<file path="src/sv/i2cra_pkg.sv">
// shared types and codes for the i2c register access master
// no dependencies; used by i2cra_engine and i2c_master_register_access_top
package i2cra_pkg;

   localparam int TICK_COUNT_WIDTH_DEFAULT = 12;
   localparam int ADDR_WIDTH   = 7;
   localparam int HALF_WIDTH   = 12;
   localparam int CSR_IDX_WIDTH = 2;
   localparam int CSR_DATA_WIDTH = 12;

   localparam logic [ADDR_WIDTH-1:0] DEVICE_ADDRESS_RESET = 7'd76;
   localparam logic [HALF_WIDTH-1:0] HALF_PERIOD_RESET    = 12'd8;

   typedef enum logic [1:0] {
      OP_NONE  = 2'd0,
      OP_WRITE = 2'd1,
      OP_READ  = 2'd2,
      OP_SPARE = 2'd3
   } op_type;

   typedef enum logic [CSR_IDX_WIDTH-1:0] {
      CSR_DEVICE_ADDRESS = 2'd0,
      CSR_HALF_PERIOD    = 2'd1
   } csr_index_type;

   typedef struct packed {
      logic [1:0] operation;
      logic [7:0] register_address;
      logic [7:0] write_data;
      logic       sda_in;
   } req_type;

   typedef struct packed {
      logic       scl_release;
      logic       sda_release;
      logic       busy_res;
      logic       done_res;
      logic       success;
      logic [7:0] read_data;
   } rsp_type;

endpackage

</file>
<file path="src/sv/i2cra_engine.sv">
// bus sequencer: start, byte shifting, acknowledge, repeated start and stop
// depends on i2cra_pkg; advances one tick on each accepted word
module i2cra_engine #(
   parameter int TICK_COUNT_WIDTH = i2cra_pkg::TICK_COUNT_WIDTH_DEFAULT
) (
   input  logic                                clock,
   input  logic                                reset,
   input  logic                                step,
   input  i2cra_pkg::req_type                  req,
   input  logic [i2cra_pkg::ADDR_WIDTH-1:0]    device_address,
   input  logic [i2cra_pkg::HALF_WIDTH-1:0]    half_period_ticks,
   output i2cra_pkg::rsp_type                  rsp
);

   typedef enum logic [3:0] {
      PH_IDLE, PH_ST_FREE, PH_ST_FALL, PH_ST_HOLD,
      PH_TX_LOW, PH_TX_HIGH, PH_ACK_LOW, PH_ACK_HIGH,
      PH_RS_LOW, PH_RX_LOW, PH_RX_HIGH, PH_NACK_LOW,
      PH_NACK_HIGH, PH_SP_LOW, PH_SP_RISE, PH_SP_FREE
   } phase_type;

   typedef enum logic [1:0] {
      STAGE_ADDR_W, STAGE_REG, STAGE_DATA, STAGE_ADDR_R
   } stage_type;

   localparam int TW = TICK_COUNT_WIDTH;

   phase_type             phase_ff, phase_in;
   stage_type             stage_ff, stage_in;
   logic [3:0]            bit_ff, bit_in;
   logic [7:0]            shift_ff, shift_in;
   logic [TW-1:0]         tick_ff, tick_in;
   logic                  is_read_ff, is_read_in;
   logic [7:0]            reg_ff, reg_in;
   logic [7:0]            data_ff, data_in;
   logic                  ack_ff, ack_in;
   logic [7:0]            rx_ff, rx_in;

   logic [i2cra_pkg::HALF_WIDTH+TW-1:0] half_wide;
   logic [TW-1:0]         half_trunc;
   logic [TW:0]           half_eff;
   logic [TW:0]           tick_next;
   logic [3:0]            bit_next;
   logic                  done;
   logic                  op_start;

   assign half_wide  = {{TW{1'b0}}, half_period_ticks};
   assign half_trunc = half_wide[TW-1:0];
   assign half_eff   = (half_trunc == '0) ? (TW+1)'(1) : {1'b0, half_trunc};
   assign tick_next  = {1'b0, tick_ff} + (TW+1)'(1);
   assign bit_next   = bit_ff + 4'd1;
   assign op_start   = (req.operation == i2cra_pkg::OP_WRITE) ||
                       (req.operation == i2cra_pkg::OP_READ);

   always_comb begin
      phase_in   = phase_ff;
      stage_in   = stage_ff;
      bit_in     = bit_ff;
      shift_in   = shift_ff;
      tick_in    = tick_ff;
      is_read_in = is_read_ff;
      reg_in     = reg_ff;
      data_in    = data_ff;
      ack_in     = ack_ff;
      rx_in      = rx_ff;
      done       = 1'b0;
      if (phase_ff == PH_IDLE) begin
         if (op_start) begin
            is_read_in = (req.operation == i2cra_pkg::OP_READ);
            reg_in     = req.register_address;
            data_in    = req.write_data;
            ack_in     = 1'b1;
            rx_in      = '0;
            bit_in     = '0;
            stage_in   = STAGE_ADDR_W;
            tick_in    = '0;
            phase_in   = PH_ST_FREE;
         end
      end else if (tick_next >= half_eff) begin
         tick_in = '0;
         unique case (phase_ff)
            PH_IDLE:    phase_in = PH_IDLE;
            PH_ST_FREE: phase_in = PH_ST_FALL;
            PH_ST_FALL: phase_in = PH_ST_HOLD;
            PH_ST_HOLD: begin
               shift_in = {device_address, stage_ff == STAGE_ADDR_R};
               bit_in   = '0;
               phase_in = PH_TX_LOW;
            end
            PH_TX_LOW:  phase_in = PH_TX_HIGH;
            PH_TX_HIGH: begin
               shift_in = {shift_ff[6:0], 1'b0};
               bit_in   = bit_next;
               phase_in = bit_next[3] ? PH_ACK_LOW : PH_TX_LOW;
            end
            PH_ACK_LOW: phase_in = PH_ACK_HIGH;
            PH_ACK_HIGH: begin
               if (req.sda_in) begin
                  ack_in   = 1'b0;
                  phase_in = PH_SP_LOW;
               end else begin
                  unique case (stage_ff)
                     STAGE_ADDR_W: begin
                        stage_in = STAGE_REG;
                        shift_in = reg_ff;
                        bit_in   = '0;
                        phase_in = PH_TX_LOW;
                     end
                     STAGE_REG: begin
                        if (is_read_ff) begin
                           stage_in = STAGE_ADDR_R;
                           phase_in = PH_RS_LOW;
                        end else begin
                           stage_in = STAGE_DATA;
                           shift_in = data_ff;
                           bit_in   = '0;
                           phase_in = PH_TX_LOW;
                        end
                     end
                     STAGE_DATA: phase_in = PH_SP_LOW;
                     STAGE_ADDR_R: begin
                        bit_in   = '0;
                        rx_in    = '0;
                        phase_in = PH_RX_LOW;
                     end
                  endcase
               end
            end
            PH_RS_LOW:  phase_in = PH_ST_FREE;
            PH_RX_LOW:  phase_in = PH_RX_HIGH;
            PH_RX_HIGH: begin
               rx_in    = {rx_ff[6:0], req.sda_in};
               bit_in   = bit_next;
               phase_in = bit_next[3] ? PH_NACK_LOW : PH_RX_LOW;
            end
            PH_NACK_LOW:  phase_in = PH_NACK_HIGH;
            PH_NACK_HIGH: phase_in = PH_SP_LOW;
            PH_SP_LOW:    phase_in = PH_SP_RISE;
            PH_SP_RISE:   phase_in = PH_SP_FREE;
            PH_SP_FREE: begin
               phase_in = PH_IDLE;
               done     = 1'b1;
            end
         endcase
      end else begin
         tick_in = tick_next[TW-1:0];
      end
   end

   always_comb begin
      unique case (phase_in) inside
         PH_ST_FALL, PH_SP_RISE: begin
            rsp.scl_release = 1'b1;
            rsp.sda_release = 1'b0;
         end
         PH_ST_HOLD, PH_SP_LOW: begin
            rsp.scl_release = 1'b0;
            rsp.sda_release = 1'b0;
         end
         PH_TX_LOW: begin
            rsp.scl_release = 1'b0;
            rsp.sda_release = shift_in[7];
         end
         PH_TX_HIGH: begin
            rsp.scl_release = 1'b1;
            rsp.sda_release = shift_in[7];
         end
         PH_ACK_LOW, PH_RS_LOW, PH_RX_LOW, PH_NACK_LOW: begin
            rsp.scl_release = 1'b0;
            rsp.sda_release = 1'b1;
         end
         default: begin
            rsp.scl_release = 1'b1;
            rsp.sda_release = 1'b1;
         end
      endcase
      rsp.busy_res  = (phase_in != PH_IDLE);
      rsp.done_res  = done;
      rsp.success   = done & ack_in;
      rsp.read_data = (done && ack_in && is_read_in) ? rx_in : 8'd0;
   end

   always_ff @(posedge clock) begin
      if (reset) begin
         phase_ff   <= PH_IDLE;
         stage_ff   <= STAGE_ADDR_W;
         bit_ff     <= '0;
         shift_ff   <= '0;
         tick_ff    <= '0;
         is_read_ff <= 1'b0;
         reg_ff     <= '0;
         data_ff    <= '0;
         ack_ff     <= 1'b0;
         rx_ff      <= '0;
      end else if (step) begin
         phase_ff   <= phase_in;
         stage_ff   <= stage_in;
         bit_ff     <= bit_in;
         shift_ff   <= shift_in;
         tick_ff    <= tick_in;
         is_read_ff <= is_read_in;
         reg_ff     <= reg_in;
         data_ff    <= data_in;
         ack_ff     <= ack_in;
         rx_ff      <= rx_in;
      end
   end

endmodule

</file>
<file path="src/sv/i2c_master_register_access_top.sv">
// I2C master for single-byte register reads and writes. Each request word is one
// bus timing tick carrying an optional operation and the sampled SDA level; each
// tick returns one response word with the SCL/SDA release levels, busy, done,
// success and read data. A word is taken every clock cycle unless stalled; the
// sequencer state advances on acceptance and the response sits in a single
// output register, so the request side stays ready whenever that register is
// empty or being drained. The user writes configuration (device address, ticks
// per half bit phase) via the csr port while the bus is idle (unchecked).
// depends on i2cra_pkg and i2cra_engine
module i2c_master_register_access_top #(
   parameter int TICK_COUNT_WIDTH = i2cra_pkg::TICK_COUNT_WIDTH_DEFAULT
) (
   input  logic                                    clock,
   input  logic                                    reset,
   input  logic                                    req_valid,
   output logic                                    req_ready,
   input  i2cra_pkg::req_type                      req_data,
   output logic                                    rsp_valid,
   input  logic                                    rsp_ready,
   output i2cra_pkg::rsp_type                      rsp_data,
   input  logic                                    csr_valid,
   output logic                                    csr_ready,
   input  logic [i2cra_pkg::CSR_IDX_WIDTH-1:0]     csr_index,
   input  logic [i2cra_pkg::CSR_DATA_WIDTH-1:0]    csr_wdata
);

   logic [i2cra_pkg::ADDR_WIDTH-1:0] dev_addr_ff;
   logic [i2cra_pkg::HALF_WIDTH-1:0] half_ff;
   logic                             rsp_valid_ff;
   i2cra_pkg::rsp_type               rsp_ff;
   i2cra_pkg::rsp_type               rsp_in;
   logic                             step;

   assign req_ready = !rsp_valid_ff || rsp_ready;
   assign step      = req_valid && req_ready;
   assign csr_ready = 1'b1;
   assign rsp_valid = rsp_valid_ff;
   assign rsp_data  = rsp_ff;

   i2cra_engine #(
      .TICK_COUNT_WIDTH(TICK_COUNT_WIDTH)
   ) u_engine (
      .clock             (clock),
      .reset             (reset),
      .step              (step),
      .req               (req_data),
      .device_address    (dev_addr_ff),
      .half_period_ticks (half_ff),
      .rsp               (rsp_in)
   );

   always_ff @(posedge clock) begin
      if (reset) begin
         dev_addr_ff <= i2cra_pkg::DEVICE_ADDRESS_RESET;
         half_ff     <= i2cra_pkg::HALF_PERIOD_RESET;
      end else if (csr_valid) begin
         unique case (csr_index)
            i2cra_pkg::CSR_DEVICE_ADDRESS: dev_addr_ff <= csr_wdata[i2cra_pkg::ADDR_WIDTH-1:0];
            i2cra_pkg::CSR_HALF_PERIOD:    half_ff     <= csr_wdata;
            default: ;
         endcase
      end
   end

   always_ff @(posedge clock) begin
      if (reset) begin
         rsp_valid_ff <= 1'b0;
      end else if (step) begin
         rsp_valid_ff <= 1'b1;
      end else if (rsp_ready) begin
         rsp_valid_ff <= 1'b0;
      end
   end

   always_ff @(posedge clock) begin
      if (step) begin
         rsp_ff <= rsp_in;
      end
   end

endmodule
</file>
<file path="config.mk">
export PLATFORM = sky130hd
export DESIGN_NAME = i2c_master_register_access_top
export DESIGN_NICKNAME = d
export VERILOG_FILES = /design/src/sv/i2cra_pkg.sv /design/src/sv/i2cra_engine.sv /design/src/sv/i2c_master_register_access_top.sv
export SDC_FILE = /design/constraint.sdc
export NUM_CORES = 1
export LEC_CHECK = 0
export ABC_AREA = 1
export BUFFER_PORTS_ARGS = -buffer_cell sky130_fd_sc_hd__buf_2
export CORE_MARGIN = 10
export CORE_UTILIZATION = 39
export CTS_BUF_LIST = sky130_fd_sc_hd__clkbuf_4 sky130_fd_sc_hd__clkbuf_8
export CTS_CLUSTER_SIZE = 10
export DETAILED_ROUTE_END_ITERATION = 6
export GPL_ROUTABILITY_DRIVEN = 0
export PLACE_DENSITY = 0.54
export SYNTH_ARGS = -nofsm -noshare
export SYNTH_HDL_FRONTEND = slang
export SYNTH_SLANG_ARGS = --single-unit
</file>
<file path="constraint.sdc">
create_clock -name clock -period 6.6 [get_ports clock]
set_input_delay 0.99 -clock clock [delete_from_list [all_inputs] [get_ports clock]]
set_output_delay 0.99 -clock clock [all_outputs]
set_load 0.01 [all_outputs]
</file>
Yosys cells after proc, flatten, opt, wreduce, memory -nomap -nowiden
Cells that the tools add are included.

word-level totals
  input port bits = 38
  logic and storage cells = 145
  register bits = 89
  output and inout bits = 16

operators by class
  bitwise logic cells = 2
  muxes and demuxes = 52
  equality and inequality tests = 39
  add/sub/neg operators = 2
  reduce and logical (&&, ||, !) cells = 29
  $lt $le $gt $ge = 1

operators with widths
  cell                                                    count
  2-to-1 mux 8 bit                                        9
  case mux 4 bit (15 select lines)                        1
  equality test 4 bit (second input constant)             13
  2-to-1 mux 12 bit                                       4
  2-to-1 mux 4 bit                                        10
  case mux 8 bit (2 select lines)                         2
  equality test 4 x 3 -> 1 bit (second input constant)    7
  case mux 8 bit (3 select lines)                         1
  equality test 4 x 2 -> 1 bit (second input constant)    4
  case mux 4 bit (4 select lines)                         1
  2-to-1 mux 2 bit                                        7
  AND reduction 7 bit                                     2
  adder 12 x 1 -> 13 bit (second input constant)          1
  >= comparator 13 bit                                    1
  2-to-1 mux 1 bit                                        13
  zero test 12 bit                                        1
  case mux 4 bit (3 select lines)                         1
  case mux 2 bit (5 select lines)                         1
  case mux 4 bit (2 select lines)                         1
  nonzero test 4 bit                                      2
  OR reduction 2 bit                                      4
  equality test 2 x 1 -> 1 bit (second input constant)    3
  equality test 2 bit (second input constant)             3
  inequality test 3 x 2 -> 1 bit (second input constant)  2
  other kinds (21)                                        31

Logic depth before layout (Yosys ltp)
Gate-level depths: netlist of the first run.

  depth in word-level cells = 9
  depth in mapped cells = 23
  depth with buffers taken out = 23

Modules after synthesis
Synthesis of the first run repeated with hierarchy kept, for this count alone.

unflattened totals
  cells, all modules = 714
  area total of the unflattened synthesis = 5024.8 um^2

by module, submodules not included
  module                          cells an instance  seq. area each (um^2)  times used  area each (um^2)
  i2cra_engine                    577                1121.1                 1           3797.4
  i2c_master_register_access_top  137                790.8                  1           1227.4

Least setup slack after synthesis of the first run
No wires, ideal clock.

  kind = register to register
  start point = reg u_engine.tick_ff[0]
  end point = reg rsp_ff, in the netlist rsp_data[11] (data pin)
  data required time = 6347 ps
  stages on the path, launching flop included = 21
  arrival = 2485 ps
  path buffers = 1
  setup time = 253 ps
  period minus slack after synthesis = 2738 ps
  setup slack = 3862 ps
  cell sequence = dfxtp_1 > ha_1 > nand2_1 > nor2_2 > nand2_1 > nor2_1 > xor2_1 > ha_1 > a21oi_1 > nor2_1 > nor2_4 > nand2_8 > buf_6 > nand2_1 > nand2_1 > nand2_1 > nand3_1 > nand2_2 > nand2_1 > inv_1 > nand2_1

RTL lines
  item                      line                                  text
  start: declaration        i2cra_engine.sv:32                    logic [TW-1:0] tick_ff, tick_in;
  start signal: assignment  i2cra_engine.sv:200                   tick_ff <= tick_in;
  end signal: assignment    i2c_master_register_access_top.sv:77  rsp_ff <= rsp_in;
  end: declaration          i2c_master_register_access_top.sv:30  i2cra_pkg::rsp_type rsp_ff;

Worst setup path in the final report of the first run
  start point = in rsp_ready
  end point = reg u_engine.bit_ff[2]

between the ends
  cells in the longest elaborated chain, start to end = 3

RTL lines
  item                                  line                                  text
  start: declaration                    i2c_master_register_access_top.sv:19  input logic rsp_ready,
  logical OR 1 bit                      i2c_master_register_access_top.sv:34  assign req_ready = !rsp_valid_ff || rsp_ready;
  logical AND 1 bit                     i2c_master_register_access_top.sv:35  assign step = req_valid && req_ready;
  net step                              i2c_master_register_access_top.sv:32  logic step;
  AND reduction 7 bit (no source line)  -
  end signal: assignment                i2cra_engine.sv:198                   bit_ff <= bit_in;
  end: declaration                      i2cra_engine.sv:30                    logic [3:0] bit_ff, bit_in;

The timed path passes the listed nets, and every way through them passes these cells.
A chain may end at the register's enable or synchronous reset.

==> flow_summary.yaml, run 1 <==
detailed_routing:
  totalWireLength_mm: 12.20
  ant_nets: 0
  drt_iter0_drc: 216
  wl_per_cell_um: 13.76
  via_per_inst: 4.926
  dr.pass1.iters: 5
  vias: 4369
  drc: 0
sta:
  clock.fmax_mhz: 299.5
  final_max_slew_viol_count: 0
  setup_tns_ns: 0
  relSlewSlack_pct: 24.16
  fin_ws_ns: 3.262
  finalClockSkew_ns: 0.008790
  tightestPinTransition_ns: 1.136
  fin_crit_ns: 3.338
  min_period_over_period_pct: 50.58
  rsz0062_at_grt: "no"
  hold_viol: 0
  setup_viol: 0
setup_path:
  path_delay_family: "simple AND/OR/NAND/NOR gates"
  path_buf_inv: 4
  crit_path_max_incr_delay_ns: 0.74
  path_max_fanout: 26
  crit_required_ns: 6.87
  crit_top_cell: "nand2_1"
  worstSetupPathType: "primary input to register"
  endpoint_kind: "register"
  critPathArrivalTime_ns: 3.60
  critPathLaunchType: "primary input"
  path_cells: "buf_2 > inv_1 > nand2_1 > nand2_2 > clkinv_1 > nand2_1 > a21oi_1 > nand2_1 > inv_1 > o21ai_0 > nor2_1"
  cpMaxStageDelayCell: "clkinv_1"
synth:
  synth-edff-count: 13
  yosysTopAreaCell: "dfxtp_1"
  ys.warnings.count: 0
  netlist_instances: 671
  synth_ff_type: "dfxtp_1"
  synth.most_common_cell: "nand2_1"
  seq_area_frac_synth_pct: 38.77
  synth-seq-cells: 89
  synth.distinct_cells: 46
  yosysTopAreaCellShare_pct: 30.86
  synthTopCellsByCount: "nand2_1, inv_1, nor2_1"
  async_flop_share_pct: 0
  netlist_top_cells_area: "dfxtp_1, nand2_1, edfxtp_1"
  synth.avg_cell_area_um2: 7.349
  syn_nets: 728
  synth_area_mm2: 0.004931
floorplanning:
  start_util_pct: 39.39
  die_w_um: 132.4
  rows: 41
  core_area_mm2: 0.01252
  die_y_um: 132.4
  die-area_mm2: 0.01754
  pin_count: 54
layout:
  final_util_pct: 43.52
  area_growth_pct: 10.48
  final_area_mm2: 0.005448
  nNetsFinal: 767
  layoutNonFillerInstCount: 887
  drive_gt1_share_pct: 17.06
  num_antenna_cells: 0
  fill_cells: 1333
cts:
  cts_buffers: 9
  cts-hold-fix-buffers: 0
  cts_resized: 0
  clock-root-buffer: "clkbuf_8"
  path_clk_slew_ns: 0.09
  post-cts-setup-buffers: 0
  cts_buffer_depth: 2
  cts_tree: "done"
  htreeDepth: 3
  clkLatencyLatePin_ns: 0.37
  cts.sinks: 89
run_status:
  status: "complete, no violations"
grt:
  grt_max_degree: 41
  grt_pass1_vias: 4208
  track_usage_pct: 13.88
  grt_pass1_wl_mm: 20.42
  antenna_found_initial: 0
  grt.overflow.total: 0
placement:
  io_buffers: 52
  post-place-cells: 871
  placed_area_mm2: 0.005279
  hpwl_mm: 9.099
  place_ws_ns: 2.855
power:
  p_leak_nw: 2.415
  power.density_mw_per_mm2: 207.0
  ir_drop_mv: 0.1104
run:
  cap_violations: 0
min_path:
  hp-class: "register to register"
-- flip-flops by register name, indices dropped and copies added (netlist names) --
register,count
rsp_valid,1
u_engine.is_read_ff,1
u_engine.tick_ff,12
u_engine.data_ff,8
u_engine.phase_ff,4
rsp_data,13
dev_addr_ff,7
u_engine.reg_ff,8
u_engine.ack_ff,1
u_engine.stage_ff,2
half_ff,12
u_engine.shift_ff,8
u_engine.rx_ff,8
u_engine.bit_ff,4
-- path summary, 6_finish.rpt --
| path | start | endpoint | slack [ns] | cells past startpoint |
|---|---|---|---|---|
| min | u_engine.reg_ff[0]$_SDFFE_PP0P_ | u_engine.reg_ff[0]$_SDFFE_PP0P_ | 0.45 | 2 |
| max reg2reg | u_engine.tick_ff[0]$_SDFFE_PP0P_ | rsp_data[11]$_DFFE_PP_ | 3.39 | 17 |
| min reg2reg | u_engine.reg_ff[0]$_SDFFE_PP0P_ | u_engine.reg_ff[0]$_SDFFE_PP0P_ | 0.45 | 2 |
| max | rsp_ready | u_engine.bit_ff[2]$_SDFFE_PP0P_ | 3.26 | 11 |
-- power breakdown --
group / internal, mW / total, mW / switching, mW / leakage, nW
registers: 0.579 / 0.596 / 0.0169 / 0.749
logic: 0.0615 / 0.188 / 0.127 / 1.57
clock network: 0.137 / 0.343 / 0.206 / 0.0936
total: 0.777 / 1.13 / 0.350 / 2.42
-- routing by layer --
metal / wire [µm] / global-route usage [%] / vias to the layer above
li1: - / - / 2272
met1: 5753 / 17.53 / 2004
met2: 5719 / 22.64 / 82
met3: 566 / 3.293 / 11
met4: 165 / 4.768 / 0
met5: 0 / 0 / -
-- area by class of cell --
cell class	count	area, µm²	area share [%]
multi-input cells	460	2520	46.26
clock buffers	9	123.9	2.274
inverters	98	371.6	6.821
clock inverters	7	45.04	0.8268
repair buffers	52	260.3	4.777
well taps	172	215.2	3.950
flip-flops and latches	89	1912	35.09
-- logic make-up (layout without fill, tap and decap cells) --
kind of cell | Yosys count | count (layout) | share of synthesized area (%)
simple gates | 278 | 278 | 26.97
compound gates | 151 | 151 | 17.28
buf+inv | 122 | 166 | 10.12
flops | 89 | 89 | 38.77
fa+ha+maj | 19 | 19 | 4.821
xor+xnor | 11 | 11 | 1.954
other cells | 1 | 1 | 0.07605
-- worst register-to-register path, stage by stage (launching register included) --
cell and delay, ns:
dfxtp_1 0.43, ha_1 0.23, nand2_1 0.09, nor2_2 0.19, nand2_1 0.11, xnor2_1 0.24, ha_1 0.31, a21oi_1 0.15
nand2_1 0.06, nor2_1 0.09, nand2_1 0.08, nand2_2 0.19, nand2_8 0.13, o21ai_0 0.45, nand3_1 0.13, nand2_1 0.10
inv_1 0.04, nand2_1 0.05
-- placed cells by master, fill, tap and decap left out, drive strengths merged --
cell,instances
a22oi,6
a221oi,2
nor4,2
o211ai,4
nand3,37
o22ai,1
o21a,1
buf,52
dfxtp,76
ha,19
and3,1
inv,98
a31o,1
nor3,5
o21ai,67
nor2,88
clkbuf,9
xnor2,4
xor2,7
o32ai,8
edfxtp,13
clkinv,7
a21oi,57
nand2,137
a221o,4
or2,2
conb,1
nand4,6
-- per-stage QoR --
step | hold WS [ns] | power [mW]
CTS | 0.4554 | 1.144
finish | 0.4489 | 1.128
global route | 0.4932 | 1.194
global placement | 0.4374 | 0.7938
detailed placement | 0.4408 | 0.7986
floorplan | 0.4252 | 0.7472
No activity file was read; power rests on OpenSTA's default activity.
==> run 2: changes to the inputs <==
Settings changed: PLACE_DENSITY 0.54 to 0.56.
Clock period 6.6 ns to 3 ns, I/O delays scaled along.
==> run 2 against run 1 <==
Compared with the run above: register-to-register slack worse by 3.3 ns; highest routed layer unchanged; final cell count increased by 2.5%; sequential share of layout area is 2.1 points lower; clock-buffer cell count stayed put; clock power is 150% higher; first-iteration DRC count increased by 1.4%; global-route usage rose by 0.13 points; via count up 3.7%; design area increased by 7.0%; core utilization up 3.0 points; worst hold slack worse by 0.15 ns.
==> flow_summary.yaml, run 2 (synthesis gave the netlist of run 1 again) <==
detailed_routing:
  via_per_inst: 4.982
  totalWireLength_mm: 12.82
  wl_per_cell_um: 14.11
  drc: 0
  drt_iter0_drc: 219
  vias: 4529
  dr.pass1.iters: 5
  ant_nets: 0
power:
  clockPowerShare_pct: 32.2
  p_comb_share_pct: 17.7
  p_leak_nw: 2.580
  ir_drop_mv: 0.2554
  swShare_pct: 30.53
  cellInternalPower_mw: 1.823
  power.density_mw_per_mm2: 450.4
  power_frac_seq_pct: 50.0
  switchingPower_mw: 0.8013
cts:
  clkLatencyLatePin_ns: 0.38
  cts_buffers: 9
  htreeDepth: 3
  cts.sinks: 89
  cts_buffer_depth: 2
  clock-root-buffer: "clkbuf_8"
  path_clk_slew_ns: 0.09
  cts_tree: "done"
setup_path:
  path_max_fanout: 8
  crit_required_ns: 3.15
  crit_path_max_incr_delay_ns: 0.39
  critPathArrivalTime_ns: 3.02
  path_cells: "ha_4 > nand2_2 > nor2_4 > nand2_2 > xnor2_2 > ha_1 > nand2_1 > inv_1 > nand2_1 > nand2_1 > nor2_1 > nand2_2 > nand2_4 > nand2_4 > o21ai_0 > o21ai_0 > nand3_1 > nand2_1 > inv_1 > nand2_1"
  critPathLaunchType: "register"
  reg2regPathDepth: 20
  crit_top_cell: "nand2_1"
  r2r_start: "u_engine.tick_ff[0]$_SDFFE_PP0P_"
  path_buf_inv: 2
  r2r_slack_ns: 0.13
  worstSetupPathType: "register to register"
  reg2reg_to: "rsp_data[11]$_DFFE_PP_"
  endpoint_kind: "register"
  cpMaxStageDelayCell: "dfxtp_4"
  path_delay_family: "simple AND/OR/NAND/NOR gates"
sta:
  fin_crit_ns: 2.871
  hold_viol: 0
  relSlewSlack_pct: 55.65
  min_period_over_period_pct: 95.70
  tightestPinTransition_ns: 0.6634
  final_max_slew_viol_count: 0
  finalClockSkew_ns: 0.01105
  setup_viol: 0
  clock.fmax_mhz: 348.3
floorplanning:
  start_util_pct: 39.39
  die_y_um: 132.4
  core_area_mm2: 0.01252
  rows: 41
  die_w_um: 132.4
  die-area_mm2: 0.01754
  pin_count: 54
layout:
  area_growth_pct: 18.17
  final_cell_mix: "nand2_1, inv_1, nor2_1"
  mostFrequentLayoutCell: "nand2_1"
  layoutNonFillerInstCount: 909
  nNetsFinal: 789
  largest_reg_flops: 13
  final_area_mm2: 0.005827
  fill_cells: 1312
  drive_gt1_share_pct: 24.02
  num_antenna_cells: 0
run:
  cap_violations: 0
min_path:
  hp-class: "primary input to register"
  holdPathEnd: "u_engine.reg_ff[2]$_SDFFE_PP0P_"
  holdPathStages: 3
  min_from: "req_data[11]"
grt:
  grt_max_degree: 37
  grt.overflow.total: 0
  track_usage_pct: 14.01
  grt_pass1_wl_mm: 20.57
  grt_pass1_vias: 4274
  antenna_found_initial: 0
placement:
  hpwl_mm: 9.240
  post-place-cells: 883
  io_buffers: 52
  placed_area_mm2: 0.005381
run_status:
  status: "complete, no violations"
-- run 2: cell types whose count changed in the layout (fill, tap and decap cells not counted), sizes merged --
cell | before | now
nand2 | 137 | 138
clkinvlp | 0 | 1
clkinv | 7 | 5
buf | 52 | 73
bufinv | 0 | 1
-- run 2: cell type report --
cell class | instances | area (µm²) | share of cell area, %
Inverter | 98 | 380.4 | 6.528
Sequential cell | 89 | 1922 | 32.98
Tap cell | 172 | 215.2 | 3.693
Clock buffer | 9 | 123.9 | 2.126
Clock inverter | 7 | 68.82 | 1.181
Timing Repair Buffer | 73 | 434.2 | 7.451
Multi-Input combinational cell | 461 | 2683 | 46.04
-- run 2: per-stage QoR --
step | TNS, ns | worst slack [ns] | util, % | hold slack (ns) | power, mW
after global routing | -0.1234 | -0.03034 | 46.55 | 0.2945 | 2.764
after CTS | 0 | 0.01291 | 44.69 | 0.2795 | 2.622
after detailed placement | 0 | 0.02336 | 42.99 | 0.4418 | 1.775
final | 0 | 0.1291 | 46.55 | 0.2972 | 2.624
after global placement | 0 | 0.1165 | 42.99 | 0.4377 | 1.764
after floorplan | 0 | 0.2625 | - | 0.4252 | 1.644
-- run 2: timing repair --
item	4_1_cts	5_1_grt
setup endpoints to repair	2	46
resized for setup	2	42
hold buffers	0	0
setup buffers	1	8
pin swaps	0	16
gates cloned	0	1
-- run 2: routing by layer --
metal	track usage (%)	wire length, µm	vias to the layer above
met4	6.112	223	0
met1	17.58	5935	2102
met3	3.255	576	15
met5	0	0	-
li1	-	-	2316
met2	22.44	6088	96
-- run 2: worst max-delay path by stage --
stage,cells after the start,endpoint,start,slack (ns)
2_1_floorplan,20,rsp_data[11]$_DFFE_PP_,u_engine.tick_ff[0]$_SDFFE_PP0P_,0.26
3_3_place_gp,22,rsp_data[11]$_DFFE_PP_,u_engine.tick_ff[0]$_SDFFE_PP0P_,0.12
3_5_place_dp,20,rsp_data[12]$_DFFE_PP_,u_engine.tick_ff[0]$_SDFFE_PP0P_,0.02
4_1_cts,18,rsp_data[12]$_DFFE_PP_,u_engine.tick_ff[0]$_SDFFE_PP0P_,0.01
5_1_grt,20,rsp_data[11]$_DFFE_PP_,u_engine.tick_ff[0]$_SDFFE_PP0P_,-0.03
6_report,20,rsp_data[11]$_DFFE_PP_,u_engine.tick_ff[0]$_SDFFE_PP0P_,0.13
-- run 2: power groups by stage --
stage / combinational [mW] / sequential (mW) / clock, mW
after floorplan: 0.312 / 1.33 / 0
after global placement: 0.428 / 1.34 / 0
after detailed placement: 0.437 / 1.34 / 0
after CTS: 0.439 / 1.31 / 0.871
after global routing: 0.523 / 1.32 / 0.920
final: 0.465 / 1.31 / 0.846
-- run 2: worst register-to-register path: stages, from the launching register on --
cell and delay [ns]:
dfxtp_4 0.39, ha_4 0.15, nand2_2 0.07, nor2_4 0.17, nand2_2 0.11, xnor2_2 0.20
ha_1 0.29, nand2_1 0.09, inv_1 0.04, nand2_1 0.06, nand2_1 0.06, nor2_1 0.11
nand2_2 0.08, nand2_4 0.15, nand2_4 0.09, o21ai_0 0.12, o21ai_0 0.19, nand3_1 0.11
nand2_1 0.06, inv_1 0.05, nand2_1 0.04
